==> src/rtl/core/ybgc_pkg.sv <==
`default_nettype none

package ybgc_pkg;

  typedef enum logic [1:0] {
    MODE_BGR       = 2'd0,
    MODE_UYVY_GRAY = 2'd1,
    MODE_YUYV_GRAY = 2'd2,
    MODE_RSVD      = 2'd3
  } mode_t;

  localparam int PROD_W = 17;
  localparam int MUL_W  = 18;
  localparam int SUM_W  = 11;

  localparam logic signed [MUL_W-1:0] CB_MUL   = 18'sd454;
  localparam logic signed [MUL_W-1:0] CG_U_MUL = 18'sd88;
  localparam logic signed [MUL_W-1:0] CG_V_MUL = 18'sd183;
  localparam logic signed [MUL_W-1:0] CR_MUL   = 18'sd359;

  typedef struct packed {
    logic signed [7:0] du;
    logic signed [7:0] dv;
    logic [7:0]        y1;
    logic [7:0]        y2;
    logic [7:0]        gray1;
    logic [7:0]        gray2;
    logic              color_en;
    logic              eof;
    mode_t             mode;
  } s1_t;

  typedef struct packed {
    logic signed [PROD_W-1:0] cb_p;
    logic signed [PROD_W-1:0] cg_p;
    logic signed [PROD_W-1:0] cr_p;
    logic [7:0]               y1;
    logic [7:0]               y2;
    logic [7:0]               gray1;
    logic [7:0]               gray2;
    logic                     color_en;
    logic                     eof;
  } s2_t;

  typedef struct packed {
    logic [7:0] first_blue;
    logic [7:0] first_green;
    logic [7:0] first_red;
    logic [7:0] second_blue;
    logic [7:0] second_green;
    logic [7:0] second_red;
    logic [7:0] first_gray;
    logic [7:0] second_gray;
    logic       frame_end;
  } res_t;

  function automatic logic [7:0] sat8(input logic signed [SUM_W-1:0] v);
    logic [7:0] r;
    if (v < 0) begin
      r = 8'd0;
    end else if (v > 11'sd255) begin
      r = 8'd255;
    end else begin
      r = v[7:0];
    end
    return r;
  endfunction

endpackage

`default_nettype wire

==> src/rtl/core/ybgc_unpack.sv <==
`default_nettype none

module ybgc_unpack
  import ybgc_pkg::*;
(
  input  wire logic       clk,
  input  wire logic       rst_n,
  input  wire logic       valid_i,
  output logic            ready_o,
  input  wire logic [7:0] b0_i,
  input  wire logic [7:0] b1_i,
  input  wire logic [7:0] b2_i,
  input  wire logic [7:0] b3_i,
  input  wire logic       eof_i,
  input  wire mode_t      mode_i,
  output logic            valid_o,
  input  wire logic       ready_i,
  output s1_t             data_o
);

  logic valid_r;
  s1_t  data_r;
  s1_t  data_nxt;

  assign ready_o = !valid_r || ready_i;

  always_comb begin
    data_nxt          = '0;
    data_nxt.du       = {~b0_i[7], b0_i[6:0]};
    data_nxt.dv       = {~b2_i[7], b2_i[6:0]};
    data_nxt.y1       = b1_i;
    data_nxt.y2       = b3_i;
    data_nxt.eof      = eof_i;
    data_nxt.mode     = mode_i;
    data_nxt.color_en = (mode_i == MODE_BGR);
    unique case (mode_i)
      MODE_BGR, MODE_UYVY_GRAY: begin
        data_nxt.gray1 = b1_i;
        data_nxt.gray2 = b3_i;
      end
      MODE_YUYV_GRAY: begin
        data_nxt.gray1 = b0_i;
        data_nxt.gray2 = b2_i;
      end
      default: begin
        data_nxt.gray1 = 8'd0;
        data_nxt.gray2 = 8'd0;
      end
    endcase
  end

  always_ff @(posedge clk) begin
    if (!rst_n) begin
      valid_r <= 1'b0;
    end else if (ready_o) begin
      valid_r <= valid_i;
    end
  end

  always_ff @(posedge clk) begin
    if (ready_o && valid_i) begin
      data_r <= data_nxt;
    end
  end

  assign valid_o = valid_r;
  assign data_o  = data_r;

endmodule

`default_nettype wire

==> src/rtl/core/ybgc_chroma_mul.sv <==
`default_nettype none

module ybgc_chroma_mul
  import ybgc_pkg::*;
(
  input  wire logic clk,
  input  wire logic rst_n,
  input  wire logic valid_i,
  output logic      ready_o,
  input  wire s1_t  data_i,
  output logic      valid_o,
  input  wire logic ready_i,
  output s2_t       data_o
);

  logic                    valid_r;
  s2_t                     data_r;
  s2_t                     data_nxt;
  logic signed [MUL_W-1:0] du_ext;
  logic signed [MUL_W-1:0] dv_ext;
  logic signed [MUL_W-1:0] cb_full;
  logic signed [MUL_W-1:0] cg_full;
  logic signed [MUL_W-1:0] cr_full;

  assign ready_o = !valid_r || ready_i;

  assign du_ext  = MUL_W'(data_i.du);
  assign dv_ext  = MUL_W'(data_i.dv);
  assign cb_full = du_ext * CB_MUL;
  assign cr_full = dv_ext * CR_MUL;
  assign cg_full = du_ext * CG_U_MUL + dv_ext * CG_V_MUL;

  always_comb begin
    data_nxt          = '0;
    data_nxt.cb_p     = cb_full[PROD_W-1:0];
    data_nxt.cg_p     = cg_full[PROD_W-1:0];
    data_nxt.cr_p     = cr_full[PROD_W-1:0];
    data_nxt.y1       = data_i.y1;
    data_nxt.y2       = data_i.y2;
    data_nxt.gray1    = data_i.gray1;
    data_nxt.gray2    = data_i.gray2;
    data_nxt.color_en = data_i.color_en;
    data_nxt.eof      = data_i.eof;
  end

  always_ff @(posedge clk) begin
    if (!rst_n) begin
      valid_r <= 1'b0;
    end else if (ready_o) begin
      valid_r <= valid_i;
    end
  end

  always_ff @(posedge clk) begin
    if (ready_o && valid_i) begin
      data_r <= data_nxt;
    end
  end

  assign valid_o = valid_r;
  assign data_o  = data_r;

endmodule

`default_nettype wire

==> src/rtl/core/ybgc_pixel_out.sv <==
`default_nettype none

module ybgc_pixel_out
  import ybgc_pkg::*;
(
  input  wire logic clk,
  input  wire logic rst_n,
  input  wire logic valid_i,
  output logic      ready_o,
  input  wire s2_t  data_i,
  output logic      valid_o,
  input  wire logic ready_i,
  output res_t      data_o
);

  logic                    valid_r;
  res_t                    data_r;
  res_t                    data_nxt;
  logic signed [8:0]       cb;
  logic signed [8:0]       cg;
  logic signed [8:0]       cr;
  logic signed [SUM_W-1:0] y1_ext;
  logic signed [SUM_W-1:0] y2_ext;

  assign ready_o = !valid_r || ready_i;

  // floor shift by 8
  assign cb = data_i.cb_p[PROD_W-1:8];
  assign cg = data_i.cg_p[PROD_W-1:8];
  assign cr = data_i.cr_p[PROD_W-1:8];

  assign y1_ext = $signed({3'b000, data_i.y1});
  assign y2_ext = $signed({3'b000, data_i.y2});

  always_comb begin
    data_nxt             = '0;
    data_nxt.first_gray  = data_i.gray1;
    data_nxt.second_gray = data_i.gray2;
    data_nxt.frame_end   = data_i.eof;
    if (data_i.color_en) begin
      data_nxt.first_blue   = sat8(y1_ext + SUM_W'(cb));
      data_nxt.first_green  = sat8(y1_ext - SUM_W'(cg));
      data_nxt.first_red    = sat8(y1_ext + SUM_W'(cr));
      data_nxt.second_blue  = sat8(y2_ext + SUM_W'(cb));
      data_nxt.second_green = sat8(y2_ext - SUM_W'(cg));
      data_nxt.second_red   = sat8(y2_ext + SUM_W'(cr));
    end
  end

  always_ff @(posedge clk) begin
    if (!rst_n) begin
      valid_r <= 1'b0;
    end else if (ready_o) begin
      valid_r <= valid_i;
    end
  end

  always_ff @(posedge clk) begin
    if (ready_o && valid_i) begin
      data_r <= data_nxt;
    end
  end

  assign valid_o = valid_r;
  assign data_o  = data_r;

endmodule

`default_nettype wire

==> src/rtl/core/yuv422_to_bgr_gray_converter.sv <==
// 4:2:2 macropixel converter, UYVY/YUYV in, BGR pair or gray pair out.
// Input channel: in_valid/in_ready plus four bytes and an end-of-frame flag;
// one macropixel (two pixels) moves per transfer.
// Output channel: out_valid/out_ready plus six saturated color bytes, two
// gray bytes and the frame-end copy; exactly one result per input transfer.
// cfg_write_en/cfg_write_data set the output mode (0 BGR, 1 UYVY gray,
// 2 YUYV gray, 3 all zero); write it only while the pipe is empty.
// Each item carries the mode it saw when it was taken in.
// Pipeline: three register stages (unpack, chroma multiply, add and
// saturate). The third stage is the output register, so each item passes
// through the unpack, multiply and output registers before it leaves.
// Throughput: one macropixel per cycle, set by the three stage registers
// each loading every cycle while the receiver takes results.
// Reset clears all stage valid bits and sets the mode to 0.
// When out_ready is low, stages fill up one by one; in_ready drops once
// all three hold an item, and it rises in the same cycle out_ready does.
// Nothing is dropped or repeated under any stall pattern.
`default_nettype none

module yuv422_to_bgr_gray_converter
  import ybgc_pkg::*;
(
  input  wire logic       clk,
  input  wire logic       rst_n,
  input  wire logic       in_valid,
  output logic            in_ready,
  input  wire logic [7:0] in_first_byte,
  input  wire logic [7:0] in_second_byte,
  input  wire logic [7:0] in_third_byte,
  input  wire logic [7:0] in_fourth_byte,
  input  wire logic       in_end_of_frame,
  output logic            out_valid,
  input  wire logic       out_ready,
  output logic [7:0]      out_first_blue,
  output logic [7:0]      out_first_green,
  output logic [7:0]      out_first_red,
  output logic [7:0]      out_second_blue,
  output logic [7:0]      out_second_green,
  output logic [7:0]      out_second_red,
  output logic [7:0]      out_first_gray,
  output logic [7:0]      out_second_gray,
  output logic            out_frame_end_out,
  input  wire logic       cfg_write_en,
  input  wire logic [1:0] cfg_write_data
);

  mode_t mode_r;
  logic  s1_valid;
  logic  s1_ready;
  s1_t   s1_data;
  logic  s2_valid;
  logic  s2_ready;
  s2_t   s2_data;
  res_t  res;

  always_ff @(posedge clk) begin
    if (!rst_n) begin
      mode_r <= MODE_BGR;
    end else if (cfg_write_en) begin
      mode_r <= mode_t'(cfg_write_data);
    end
  end

  ybgc_unpack u_unpack (
    .clk     (clk),
    .rst_n   (rst_n),
    .valid_i (in_valid),
    .ready_o (in_ready),
    .b0_i    (in_first_byte),
    .b1_i    (in_second_byte),
    .b2_i    (in_third_byte),
    .b3_i    (in_fourth_byte),
    .eof_i   (in_end_of_frame),
    .mode_i  (mode_r),
    .valid_o (s1_valid),
    .ready_i (s1_ready),
    .data_o  (s1_data)
  );

  ybgc_chroma_mul u_mul (
    .clk     (clk),
    .rst_n   (rst_n),
    .valid_i (s1_valid),
    .ready_o (s1_ready),
    .data_i  (s1_data),
    .valid_o (s2_valid),
    .ready_i (s2_ready),
    .data_o  (s2_data)
  );

  ybgc_pixel_out u_out (
    .clk     (clk),
    .rst_n   (rst_n),
    .valid_i (s2_valid),
    .ready_o (s2_ready),
    .data_i  (s2_data),
    .valid_o (out_valid),
    .ready_i (out_ready),
    .data_o  (res)
  );

  assign out_first_blue    = res.first_blue;
  assign out_first_green   = res.first_green;
  assign out_first_red     = res.first_red;
  assign out_second_blue   = res.second_blue;
  assign out_second_green  = res.second_green;
  assign out_second_red    = res.second_red;
  assign out_first_gray    = res.first_gray;
  assign out_second_gray   = res.second_gray;
  assign out_frame_end_out = res.frame_end;

`ifndef SYNTH
  a_full_stall: assert property (@(posedge clk) disable iff (!rst_n)
    !in_ready |-> (s1_valid && s2_valid && out_valid && !out_ready))
    else $error("in_ready low while pipe not full and stalled");

  a_mode_reset: assert property (@(posedge clk)
    !rst_n |=> (mode_r == MODE_BGR))
    else $error("mode not cleared by reset");

  a_rsvd_gray_zero: assert property (@(posedge clk) disable iff (!rst_n)
    (s1_valid && (s1_data.mode == MODE_RSVD)) |->
      (s1_data.gray1 == 8'd0 && s1_data.gray2 == 8'd0))
    else $error("reserved mode gave nonzero gray");

  a_gray_no_color: assert property (@(posedge clk) disable iff (!rst_n)
    (s2_valid && s2_ready && !s2_data.color_en) |=>
      (res.first_blue == 8'd0 && res.first_green == 8'd0 && res.first_red == 8'd0 &&
       res.second_blue == 8'd0 && res.second_green == 8'd0 &&
       res.second_red == 8'd0))
    else $error("color output outside color mode");
`endif

endmodule

`default_nettype wire
==> config.mk <==
export PLATFORM = sky130hd
export DESIGN_NAME = yuv422_to_bgr_gray_converter
export DESIGN_NICKNAME = d
export VERILOG_FILES = /design/src/rtl/core/ybgc_pkg.sv /design/src/rtl/core/ybgc_unpack.sv /design/src/rtl/core/ybgc_chroma_mul.sv /design/src/rtl/core/ybgc_pixel_out.sv /design/src/rtl/core/yuv422_to_bgr_gray_converter.sv
export SDC_FILE = /design/constraint.sdc
export NUM_CORES = 1
export LEC_CHECK = 0
export BUFFER_PORTS_ARGS = -buffer_cell sky130_fd_sc_hd__buf_2
export CAP_MARGIN = 20
export CORE_MARGIN = 5
export CORE_UTILIZATION = 55
export CTS_BUF_LIST = sky130_fd_sc_hd__clkbuf_2 sky130_fd_sc_hd__clkbuf_4 sky130_fd_sc_hd__clkbuf_8
export DETAILED_ROUTE_END_ITERATION = 8
export GPL_TIMING_DRIVEN = 0
export PLACE_DENSITY_LB_ADDON = 0.2
export RECOVER_POWER = 50
export SETUP_SLACK_MARGIN = 0.02
export SLEW_MARGIN = 25
export SYNTH_ARGS = -nofsm -noshare
export SYNTH_HDL_FRONTEND = slang
export SYNTH_HIERARCHICAL = 1
export SYNTH_SLANG_ARGS = --single-unit
==> constraint.sdc <==
create_clock -name clk -period 7.32 [get_ports clk]
set_clock_uncertainty 0.15 [all_clocks]
set_input_delay 0 -clock clk [delete_from_list [all_inputs] [get_ports clk]]
set_output_delay 0 -clock clk [all_outputs]
set_load 0.02 [all_outputs]
=== After elaboration in Yosys (flattened, before gate mapping) ===
Index checks and enable logic that the tools add are counted.

* Multiply operators: 4
* Bitwise operators: 3
* Mux-type cells: 7
* $lt $le $gt $ge: 12
* Add/subtract/negate cells: 7
* Reductions and logical operators: 17
* Equal/unequal tests: 2

{| class="wikitable"
|+ Operators by type and width
! cell !! number
|-
| greater-than comparator 10 x 9 -> 1 bit, second input constant || 6
|-
| < comparator 10 x 1 -> 1 bit, second input constant || 6
|-
| two-way mux 8 bit || 6
|-
| adder 9 x 9 -> 10 bit || 4
|-
| one-hot mux 16 bit (2 select lines) || 1
|-
| subtractor 9 x 9 -> 10 bit || 2
|-
| adder 17 bit || 1
|-
| multiplier 8 x 10 -> 17 bit, second input constant || 1
|-
| multiplier 8 x 9 -> 17 bit, second input constant || 1
|-
| multiplier 8 x 9 -> 16 bit, second input constant || 1
|-
| OR reduction 2 bit || 7
|-
| multiplier 8 x 5 -> 13 bit, second input constant || 1
|-
| logical AND 1 bit || 3
|-
| logical NOT 1 bit || 3
|-
| logical OR 1 bit || 3
|-
| inverter 1 bit || 3
|-
| equality test 2 x 1 -> 1 bit, second input constant || 1
|-
| equality test 2 bit, second input constant || 1
|-
| logical NOT 2 bit || 1
|}

* Flip-flop bits (word level): 204
* Logic and storage cells: 82
* Input bits: 40
* Output and inout port bits: 67

=== Depth between registers and ports, before layout ===
Gate-level depths: netlist (run 1).

* Word-level depth: 5
* Mapped depth: 23
* Depth with buffers taken out: 23

=== Modules after synthesis ===
Netlist (run 1), hierarchy kept.

{| class="wikitable"
|+ By module, submodules not included
! module !! cells each !! area an instance (µm²) !! seq. area each (µm²) !! times used
|-
| ybgc_chroma_mul || 621 || 7344.5 || 2452.4 || 1
|-
| ybgc_pixel_out || 415 || 4518.1 || 1971.9 || 1
|-
| ybgc_unpack || 81 || 1809.2 || 1581.5 || 1
|-
| yuv422_to_bgr_gray_converter || 6 || 72.6 || 40.0 || 1
|}

=== Worst setup path before layout (run 1) ===
OpenSTA, ideal clock, no wires.

* Kind: register -> register
* Start point: register u_unpack.data_r, in the netlist u_unpack/data_o[45]
* End point: register u_mul.data_r, in the netlist u_mul/data_o[67] (data pin)
* Setup time: 0.260 ns
* Cell stages (with the launch flop): 20
* Data required time: 6.910 ns
* Arrival time: 5.238 ns
* Clock period less this slack: 5.647 ns
* Path slack: 1.673 ns
* Path buffers: 0
* Path through: edfxtp_1 ha_1 fa_1 ha_1 a21oi_2 xnor2_1 ha_1 fa_1 inv_1 fa_1 fa_1 inv_1 ha_1 ha_1 a21oi_1 nor2b_1 o31a_1 a41o_1 o22ai_2 xnor2_1

* Longest elaborated chain between the ends: 2

{| class="wikitable"
|+ Ends and longest elaborated chain
! item !! RTL line !! text
|-
| start: declaration || ybgc_unpack.sv:22 || <nowiki>s1_t data_r;</nowiki>
|-
| start signal: assignment || ybgc_unpack.sv:62 || <nowiki>data_r <= data_nxt;</nowiki>
|-
| multiplier 8 x 5 -> 13 bit || ybgc_chroma_mul.sv:31 || <nowiki>assign cg_full = du_ext * CG_U_MUL + dv_ext * CG_V_MUL;</nowiki>
|-
| adder 17 bit || ybgc_chroma_mul.sv:31 ||
|-
| named net u_mul.cg_full[16] || ybgc_chroma_mul.sv:22 || <nowiki>logic signed [MUL_W-1:0] cg_full;</nowiki>
|-
| end signal: assignment || ybgc_chroma_mul.sv:56 || <nowiki>data_r <= data_nxt;</nowiki>
|-
| end: declaration || ybgc_chroma_mul.sv:17 || <nowiki>s2_t data_r;</nowiki>
|}

The timed path passes the listed nets, and every way through them passes these cells.
A chain may end at the register's enable or synchronous reset.

=== Worst setup path in the final report (run 1) ===
Same ends and word-level chain as after synthesis.

==> results of run 1 <==
-- path summary, 6_finish.rpt --
check,end,from
max,u_mul/data_o[67],u_unpack/data_o[45]
max reg2reg,u_mul/data_o[67],u_unpack/data_o[45]
min reg2reg,u_mul/data_o[24],u_unpack/data_o[26]
min,u_unpack/data_o[2],in_end_of_frame
-- per-stage QoR --
step                      instances  util [%]  total power (W)
after detailed placement       1518     59.84         0.004120
after CTS                      1593     63.46         0.004861
after floorplan                1091         -         0.003532
after global routing           1593     62.81         0.005260
after global placement         1516     59.57         0.004057
final                          1593     62.81         0.004830
-- registers in the layout, summed over array words and instances, names as in the netlist --
register	flops
u_unpack/data_o	50
u_out/valid_o	1
u_unpack/valid_o	1
mode_r	2
u_out/data_o	65
u_mul/data_o	61
u_mul/valid_o	1
-- placed cells by master, fill, tap and decap left out, types with 5 or more instances in the layout --
cell and count:
sky130_fd_sc_hd__nand2b_1 17, sky130_fd_sc_hd__a21oi_1 84, sky130_fd_sc_hd__o31ai_1 5, sky130_fd_sc_hd__edfxtp_1 176, sky130_fd_sc_hd__fa_1 68, sky130_fd_sc_hd__or2_2 5, sky130_fd_sc_hd__o21ai_0 31, sky130_fd_sc_hd__o21a_1 24
sky130_fd_sc_hd__dlygate4sd3_1 43, sky130_fd_sc_hd__clkbuf_8 17, sky130_fd_sc_hd__ha_1 194, sky130_fd_sc_hd__nor2b_1 18, sky130_fd_sc_hd__a22o_2 6, sky130_fd_sc_hd__nand2_1 29, sky130_fd_sc_hd__a22o_1 10, sky130_fd_sc_hd__a21o_1 20
sky130_fd_sc_hd__nor2_1 38, sky130_fd_sc_hd__nor3_1 10, sky130_fd_sc_hd__o21bai_1 10, sky130_fd_sc_hd__xor2_1 26, sky130_fd_sc_hd__xnor2_1 50, sky130_fd_sc_hd__inv_1 161, sky130_fd_sc_hd__a31oi_1 5, sky130_fd_sc_hd__clkbuf_1 103
sky130_fd_sc_hd__dfxtp_1 5, sky130_fd_sc_hd__o31a_1 5, sky130_fd_sc_hd__a211oi_1 7, sky130_fd_sc_hd__buf_2 8, sky130_fd_sc_hd__nand3_1 10
-- worst reg2reg max path, stage by stage, from the launching register on --
cell	delay [ps]
sky130_fd_sc_hd__edfxtp_1	550
sky130_fd_sc_hd__ha_1	370
sky130_fd_sc_hd__fa_1	470
sky130_fd_sc_hd__ha_1	360
sky130_fd_sc_hd__a21oi_2	200
sky130_fd_sc_hd__xnor2_1	140
sky130_fd_sc_hd__ha_1	270
sky130_fd_sc_hd__fa_1	510
sky130_fd_sc_hd__inv_1	50
sky130_fd_sc_hd__fa_1	470
sky130_fd_sc_hd__fa_1	550
sky130_fd_sc_hd__inv_1	40
sky130_fd_sc_hd__ha_1	280
sky130_fd_sc_hd__ha_1	350
sky130_fd_sc_hd__a21oi_1	150
sky130_fd_sc_hd__nor2b_1	80
sky130_fd_sc_hd__o31a_1	280
sky130_fd_sc_hd__a41o_1	290
sky130_fd_sc_hd__o22ai_2	150
sky130_fd_sc_hd__xnor2_1	80
-- area by class of cell --
| class | instances | area, um2 |
|---|---|---|
| fill | 1961 | 8703 |
| multi-input combinational | 742 | 6982 |
| sequential | 181 | 5385 |
| timing repair buffer | 151 | 869.6 |
| inverter | 161 | 604.3 |
| tap | 319 | 399.1 |
| clock buffer | 18 | 241.5 |
| clock inverter | 14 | 176.4 |
| buffer | 7 | 41.29 |
-- power by group through the flow --
stage               Combinational (W)  Sequential (W)  Clock [W]
floorplan                     0.00206         0.00147          0
global placement              0.00258         0.00147          0
detailed placement            0.00265         0.00147          0
CTS                           0.00269         0.00145   0.000720
global route                  0.00303         0.00146   0.000773
finish                        0.00268         0.00145   0.000704
-- layer usage --
| metal | wire, um | share of wire (%) |
|---|---|---|
| met5 | 0 | 0 |
| met4 | 1004 | 3.6 |
| met3 | 1291 | 4.7 |
| met2 | 13240 | 48 |
| met1 | 12190 | 44 |
-- what timing repair did --
| action | 4_1_cts | 5_1_grt |
|---|---|---|
| endpoints found under the hold margin | 62 | 0 |
| gates resized for setup | 0 | 0 |
| hold buffers | 43 | 0 |
==> metrics.sh, run 1 <==
RUN_STATUS='complete, but fails checks'
VIOLATED_CHECKS='max-capacitance violations, max-slew violations'
CRIT_PATH_FREQUENT_CELL='sky130_fd_sc_hd__ha_1'
ROUTE.FINAL.WIRE_LENGTH_MM=27.73
GRT_USE_TOTAL_PCT=21.14
SHARE_CLK_OF_TOTAL_POWER_PCT=14.6
REGISTER_TO_REGISTER_PATH_SETUP_SLACK_PS=1270
CLK_TRANSITION_REPORTED_PATHS_PS=120
MET2_CAPACITY_USAGE_DURING_GLOBAL_ROUTING_PCT=34.54
CPLARGESTDELAYFAMILY='adder cells'
POST-ROUTE-CELL-AREA_UM2=14700
FINALHOLDVIOLATIONS=0
CRITPATHMAXSTAGEDELAY_PS=550
PWR_DENSITY_CELL_nW_PER_UM2=328.6
CRITPATHKIND='reg -> reg'
DIE_AR_UM2=26830
CLKLATENCYLATEPIN_PS=480
SETUP_VIOL=0
POST-CTS-SETUP-BUFFERS=0
WORSTPATHREQUIRED_PS=7390
DPL-INSTANCE-AREA_UM2=14000
CTS_BUFFERS=17
MAX-VDD-IR-DROP_V=0.0002892
CLOCK_SINKS=181
GLOBAL_ROUTE.PEAK_USAGE_LAYER='met2'
WORSTMARGINPINSLEW_PS=2945
SLEW_HEADROOM_PCT=-96.32
GRT_FIRST_PASS_WIRELENGTH_MM=43.59
DRT-INITIAL-DRC-COUNT=473
CORE-AREA_UM2=23400
CELL_INTERNAL_PWR_W=0.002850
SYNTH_AREA_PER_CELL_UM2=11.93
ROUTE.VIAS.TOTAL=8571
SYNTHESIS.YOSYS.WARNINGS=6
CRITICAL_PATH_ARRIVAL_PS=6130
REMAINING_DRC_ERRORS=0
HOLDPATHSTAGES=2
POSTSYNTHCELLCOUNT=1091
SETUP.WORST_PATH.END_CLASS='register'
POST-ROUTE-WORST-SETUP-SLACK_PS=1267
DRIVE_ABOVE_1_SHARE_PCT=5.965
PRE_CTS_SLACK_PS=1332
DRV_CAP=1
ROUTE.ANTENNA.REMAINING_NETS=0
POWER.SWITCHING_FRACTION_PCT=41.00
NUMBER_OF_ANTENNA_VIOLATIONS_AT_THE_FIRST_CHECK_IN_GLOBAL_ROUTING=0
HOLD_SLACK_PS=112.3
DIE_WIDTH_UM=163.8
WORST-R2R-CELL-COUNT=19
GRT.OVERFLOW.TOTAL=0
COUNT_OF_BUFFERING_CELLS_ON_THE_CRITICAL_PATH_WITH_INVERTERS_INCLUDED=2
PLACE.GP.CONGESTION=0.8821
MAX_FREQ_MHz=165.2
TRITONCTS='built'
GRT_START_MAX_NET_PINS=58
TOTAL_LEAKAGE_POWER_nW=6.323
WORSTSETUPSTARTPOINTTYPE='register'
MAPPEDNETLISTNETS=1393
REGISTER_SHARE_OF_TOTAL_POWER_PCT=30.0
CTS_ROOT_BUF='sky130_fd_sc_hd__clkbuf_8'
FIRST_GLOBAL_VIAS=8395
HALF_PERIMETER_WIRE_LENGTH_AFTER_PLACEMENT_MM=21.50
TIMING.CRITICAL_PATH.DEPTH=19
CRITICAL_PATH_TOP_DELAY_CELL='sky130_fd_sc_hd__edfxtp_1'
SYNTH_AREA_UM2=13010
CHIPHEIGHT_UM=163.8
CRIT_PATH_MAX_FANOUT=6
FINAL.PERIOD_UTILIZATION_PCT=82.69
FINALMAXSLEWVIOLATIONS=58
FINALSETUPTNS_PS=0
SYN_TO_LAYOUT_AREA_DELTA_PCT=12.97
USE_MET3_PCT=3.011
POWER_FRAC_COMB_PCT=55.4
PERIOD_NEEDED_PS=6053
POST_DRT_VIA_CELL_RATIO=5.380
NUM_ANTENNA_CELLS=0
GRT_SETUP_UNREPAIRED='false'
CLOCK_PATH_BUFFERS=2
ROUTEDWLPERCELL_UM=17.41
TIMING.CRITICAL_PATH.CELLS='ha_1, fa_1, ha_1, a21oi_2, xnor2_1, ha_1, fa_1, inv_1, fa_1, fa_1, inv_1, ha_1, ha_1, a21oi_1, nor2b_1, o31a_1, a41o_1, o22ai_2, xnor2_1'
START_UTIL_PCT=55.60
IOPINCOUNT=107
GLOBAL_ROUTE.USAGE.MET1_PCT=28.47
MIN-DELAY-PATH-CLASS='in -> reg'
CLOCK_TREE.HTREE_LEVEL_COUNT=4
DETAILEDROUTE.FIRSTPASSITERATIONCOUNT=5
NETS=1563
PORTBUFFERS=106
ROWS=56
POWER.SWITCHING_W=0.001980
Note: power is estimated with default switching activity, not from simulation.
==> inputs of run 2 (changes only) <==
Clock period 7.32 ns to 5.2 ns, I/O delays scaled along.
==> run 2 against run 1 <==
Clock power up 33%. Setup slack worse by 1600 ps. Non-clock buffer count is 15 higher. Critical endpoint unchanged. Worst hold slack got worse by 4.9 ps. Global-route usage is 0.23 points higher. Die area unchanged. Fmax rose by 8.7%. The run ends with max-capacitance violations, max-slew violations, negative setup slack left.
==> metrics.sh, run 2 (synthesis gave the netlist of run 1 again) <==
PERIOD_NEEDED_PS=5571
GRT_USE_TOTAL_PCT=21.37
START_UTIL_PCT=55.60
NUM_ANTENNA_CELLS=0
WORST-R2R-CELL-COUNT=22
CRITICAL_PATH_ARRIVAL_PS=5640
DIE_WIDTH_UM=163.8
ROUTE.FINAL.WIRE_LENGTH_MM=27.87
POST-ROUTE-CELL-AREA_UM2=15010
FINAL.PERIOD_UTILIZATION_PCT=107.1
NFILLCELLS=1922
DRIVE_ABOVE_1_SHARE_PCT=9.930
NUMBER_OF_ANTENNA_VIOLATIONS_AT_THE_FIRST_CHECK_IN_GLOBAL_ROUTING=0
CTS_ROOT_BUF='sky130_fd_sc_hd__clkbuf_8'
VIOLATED_CHECKS='max-capacitance violations, max-slew violations, negative setup slack'
POST_DRT_VIA_CELL_RATIO=5.366
GRT_SETUP_UNREPAIRED='true'
SYN_TO_LAYOUT_AREA_DELTA_PCT=15.34
PLACE.GP.CONGESTION=0.8677
MOSTFREQUENTLAYOUTCELLS='sky130_fd_sc_hd__ha_1, sky130_fd_sc_hd__edfxtp_1, sky130_fd_sc_hd__inv_1'
ROWS=56
CLKLATENCYLATEPIN_PS=470
HALF_PERIMETER_WIRE_LENGTH_AFTER_PLACEMENT_MM=21.38
ROUTEDWLPERCELL_UM=17.33
WORSTMARGINPINSLEW_PS=2997
POST-ROUTE-WORST-SETUP-SLACK_PS=-370.5
ROUTE.ANTENNA.REMAINING_NETS=0
SETUP.WORST_PATH.END_CLASS='register'
FINALMAXSLEWVIOLATIONS=59
NUMBER_OF_FLIP_FLOPS_IN_THE_LARGEST_REGISTER=65
MOST_COMMON_CELL_AFTER_LAYOUT_FILL_AND_TAPS_ASIDE='sky130_fd_sc_hd__ha_1'
TOTAL_LEAKAGE_POWER_nW=6.378
REGISTER_TO_REGISTER_PATH_SETUP_SLACK_PS=-370
TRITONCTS='built'
CLK_TRANSITION_REPORTED_PATHS_PS=110
CLOCK_TREE.HTREE_LEVEL_COUNT=4
PWR_DENSITY_CELL_nW_PER_UM2=486.2
WHS_ENDPOINT='u_unpack/data_o[2]'
CLOCK_SINKS=181
DETAILEDROUTE.FIRSTPASSITERATIONCOUNT=6
WORSTSETUPSTARTPOINTTYPE='register'
CHIPHEIGHT_UM=163.8
MAX-VDD-IR-DROP_V=0.0004628
ROUTE.VIAS.TOTAL=8629
CORE-AREA_UM2=23400
HOLDPATHSTAGES=2
CLOCK_PATH_BUFFERS=2
LAUNCHING_POINT_OF_THE_WORST_REG2REG_PATH='u_unpack/data_o[46]'
R2R_END='u_mul/data_o[67]'
CTS_BUFFERS=17
STARTPOINT='u_unpack/data_o[46]'
CRIT_PATH_MAX_FANOUT=4
GRT_FIRST_PASS_WIRELENGTH_MM=44.08
SETUP_VIOL=7
POST-LAYOUT-TOTAL-POWER_W=0.007297
PRE_CTS_SLACK_PS=-498.6
SLEW_HEADROOM_PCT=-99.78
GRT.OVERFLOW.TOTAL=0
REMAINING_DRC_ERRORS=0
PORTBUFFERS=106
FIRST_GLOBAL_VIAS=8329
IOPINCOUNT=107
REGAREA_UM2=5385
MAX_FREQ_MHz=179.5
MIN-DELAY-START='in_end_of_frame'
NETS=1578
CRITPATHKIND='reg -> reg'
FINALHOLDVIOLATIONS=0
DIE_AR_UM2=26830
DPL-INSTANCE-AREA_UM2=14130
DRV_CAP=1
MULTI_INPUT_COMB_AREA_UM2=7219
RUN_STATUS='complete, but fails checks'
WORSTPATHREQUIRED_PS=5270
MIN-DELAY-PATH-CLASS='in -> reg'
DRT-INITIAL-DRC-COUNT=646
GRT_START_MAX_NET_PINS=59
run 2: timing repair:
item / CTS / global route
setup buffers: 8 / 10
endpoints found under the setup margin: 8 / 8
resized for setup: 11 / 10
hold endpoints to repair: 61 / 0
pin swaps: 10 / 7
hold buffers: 40 / 0
run 2: critical path, cell delays in order, from the launching register on:
cell,delay (ps)
sky130_fd_sc_hd__edfxtp_1,510
sky130_fd_sc_hd__buf_6,170
sky130_fd_sc_hd__ha_1,270
sky130_fd_sc_hd__ha_2,170
sky130_fd_sc_hd__inv_1,50
sky130_fd_sc_hd__fa_1,550
sky130_fd_sc_hd__inv_2,50
sky130_fd_sc_hd__ha_4,150
sky130_fd_sc_hd__inv_2,50
sky130_fd_sc_hd__fa_1,390
sky130_fd_sc_hd__inv_1,80
sky130_fd_sc_hd__fa_1,450
sky130_fd_sc_hd__fa_1,510
sky130_fd_sc_hd__inv_1,60
sky130_fd_sc_hd__fa_2,570
sky130_fd_sc_hd__inv_2,40
sky130_fd_sc_hd__ha_4,220
sky130_fd_sc_hd__nand3_2,90
sky130_fd_sc_hd__nor2_4,40
sky130_fd_sc_hd__o31a_1,330
sky130_fd_sc_hd__a41o_1,220
sky130_fd_sc_hd__o22ai_2,110
sky130_fd_sc_hd__xnor2_1,80
run 2: power by group:
part	switching [W]	internal (W)
sequential	0.000107	0.00193
combinational	0.00234	0.00198
clock	0.000575	0.000362
run 2: per-layer routing:
layer | vias up | track usage (%) | routed length (um)
li1 | 4231 | - | -
met1 | 4152 | 30.59 | 12700
met2 | 217 | 34.91 | 13380
met3 | 29 | 2.585 | 1293
met4 | 0 | 5.604 | 491
met5 | - | 0 | 0
run 2: worst max path at each step:
stage | to | cells after the start
after floorplan | u_mul/data_o[65] | 19
after global placement | u_mul/data_o[65] | 20
after detailed placement | u_mul/data_o[65] | 20
after CTS | u_mul/data_o[67] | 20
after global routing | u_mul/data_o[65] | 22
final | u_mul/data_o[67] | 22
run 2: layout make-up:
type / count / share of cell area (%)
flip-flops and latches: 181 / 35.88
clock inverters: 15 / 1.101
clock buffers: 17 / 1.559
repair buffers: 166 / 6.478
inverters: 161 / 4.027
plain buffers: 7 / 0.1834
multi-input cells: 742 / 48.11
well taps: 319 / 2.660
run 2: per-stage QoR:
stage / TNS, ps / std cells / hold WS [ps] / utilization, %
2_1_floorplan: -415.1 / 1091 / -51.13 / -
5_1_grt: -3077 / 1608 / 99.15 / 64.13
3_3_place_gp: -2124 / 1516 / 40.22 / 60.15
6_report: -1646 / 1608 / 107.4 / 64.13
4_1_cts: -1482 / 1598 / 69.43 / 64.25
3_5_place_dp: -2214 / 1518 / 39.48 / 60.39
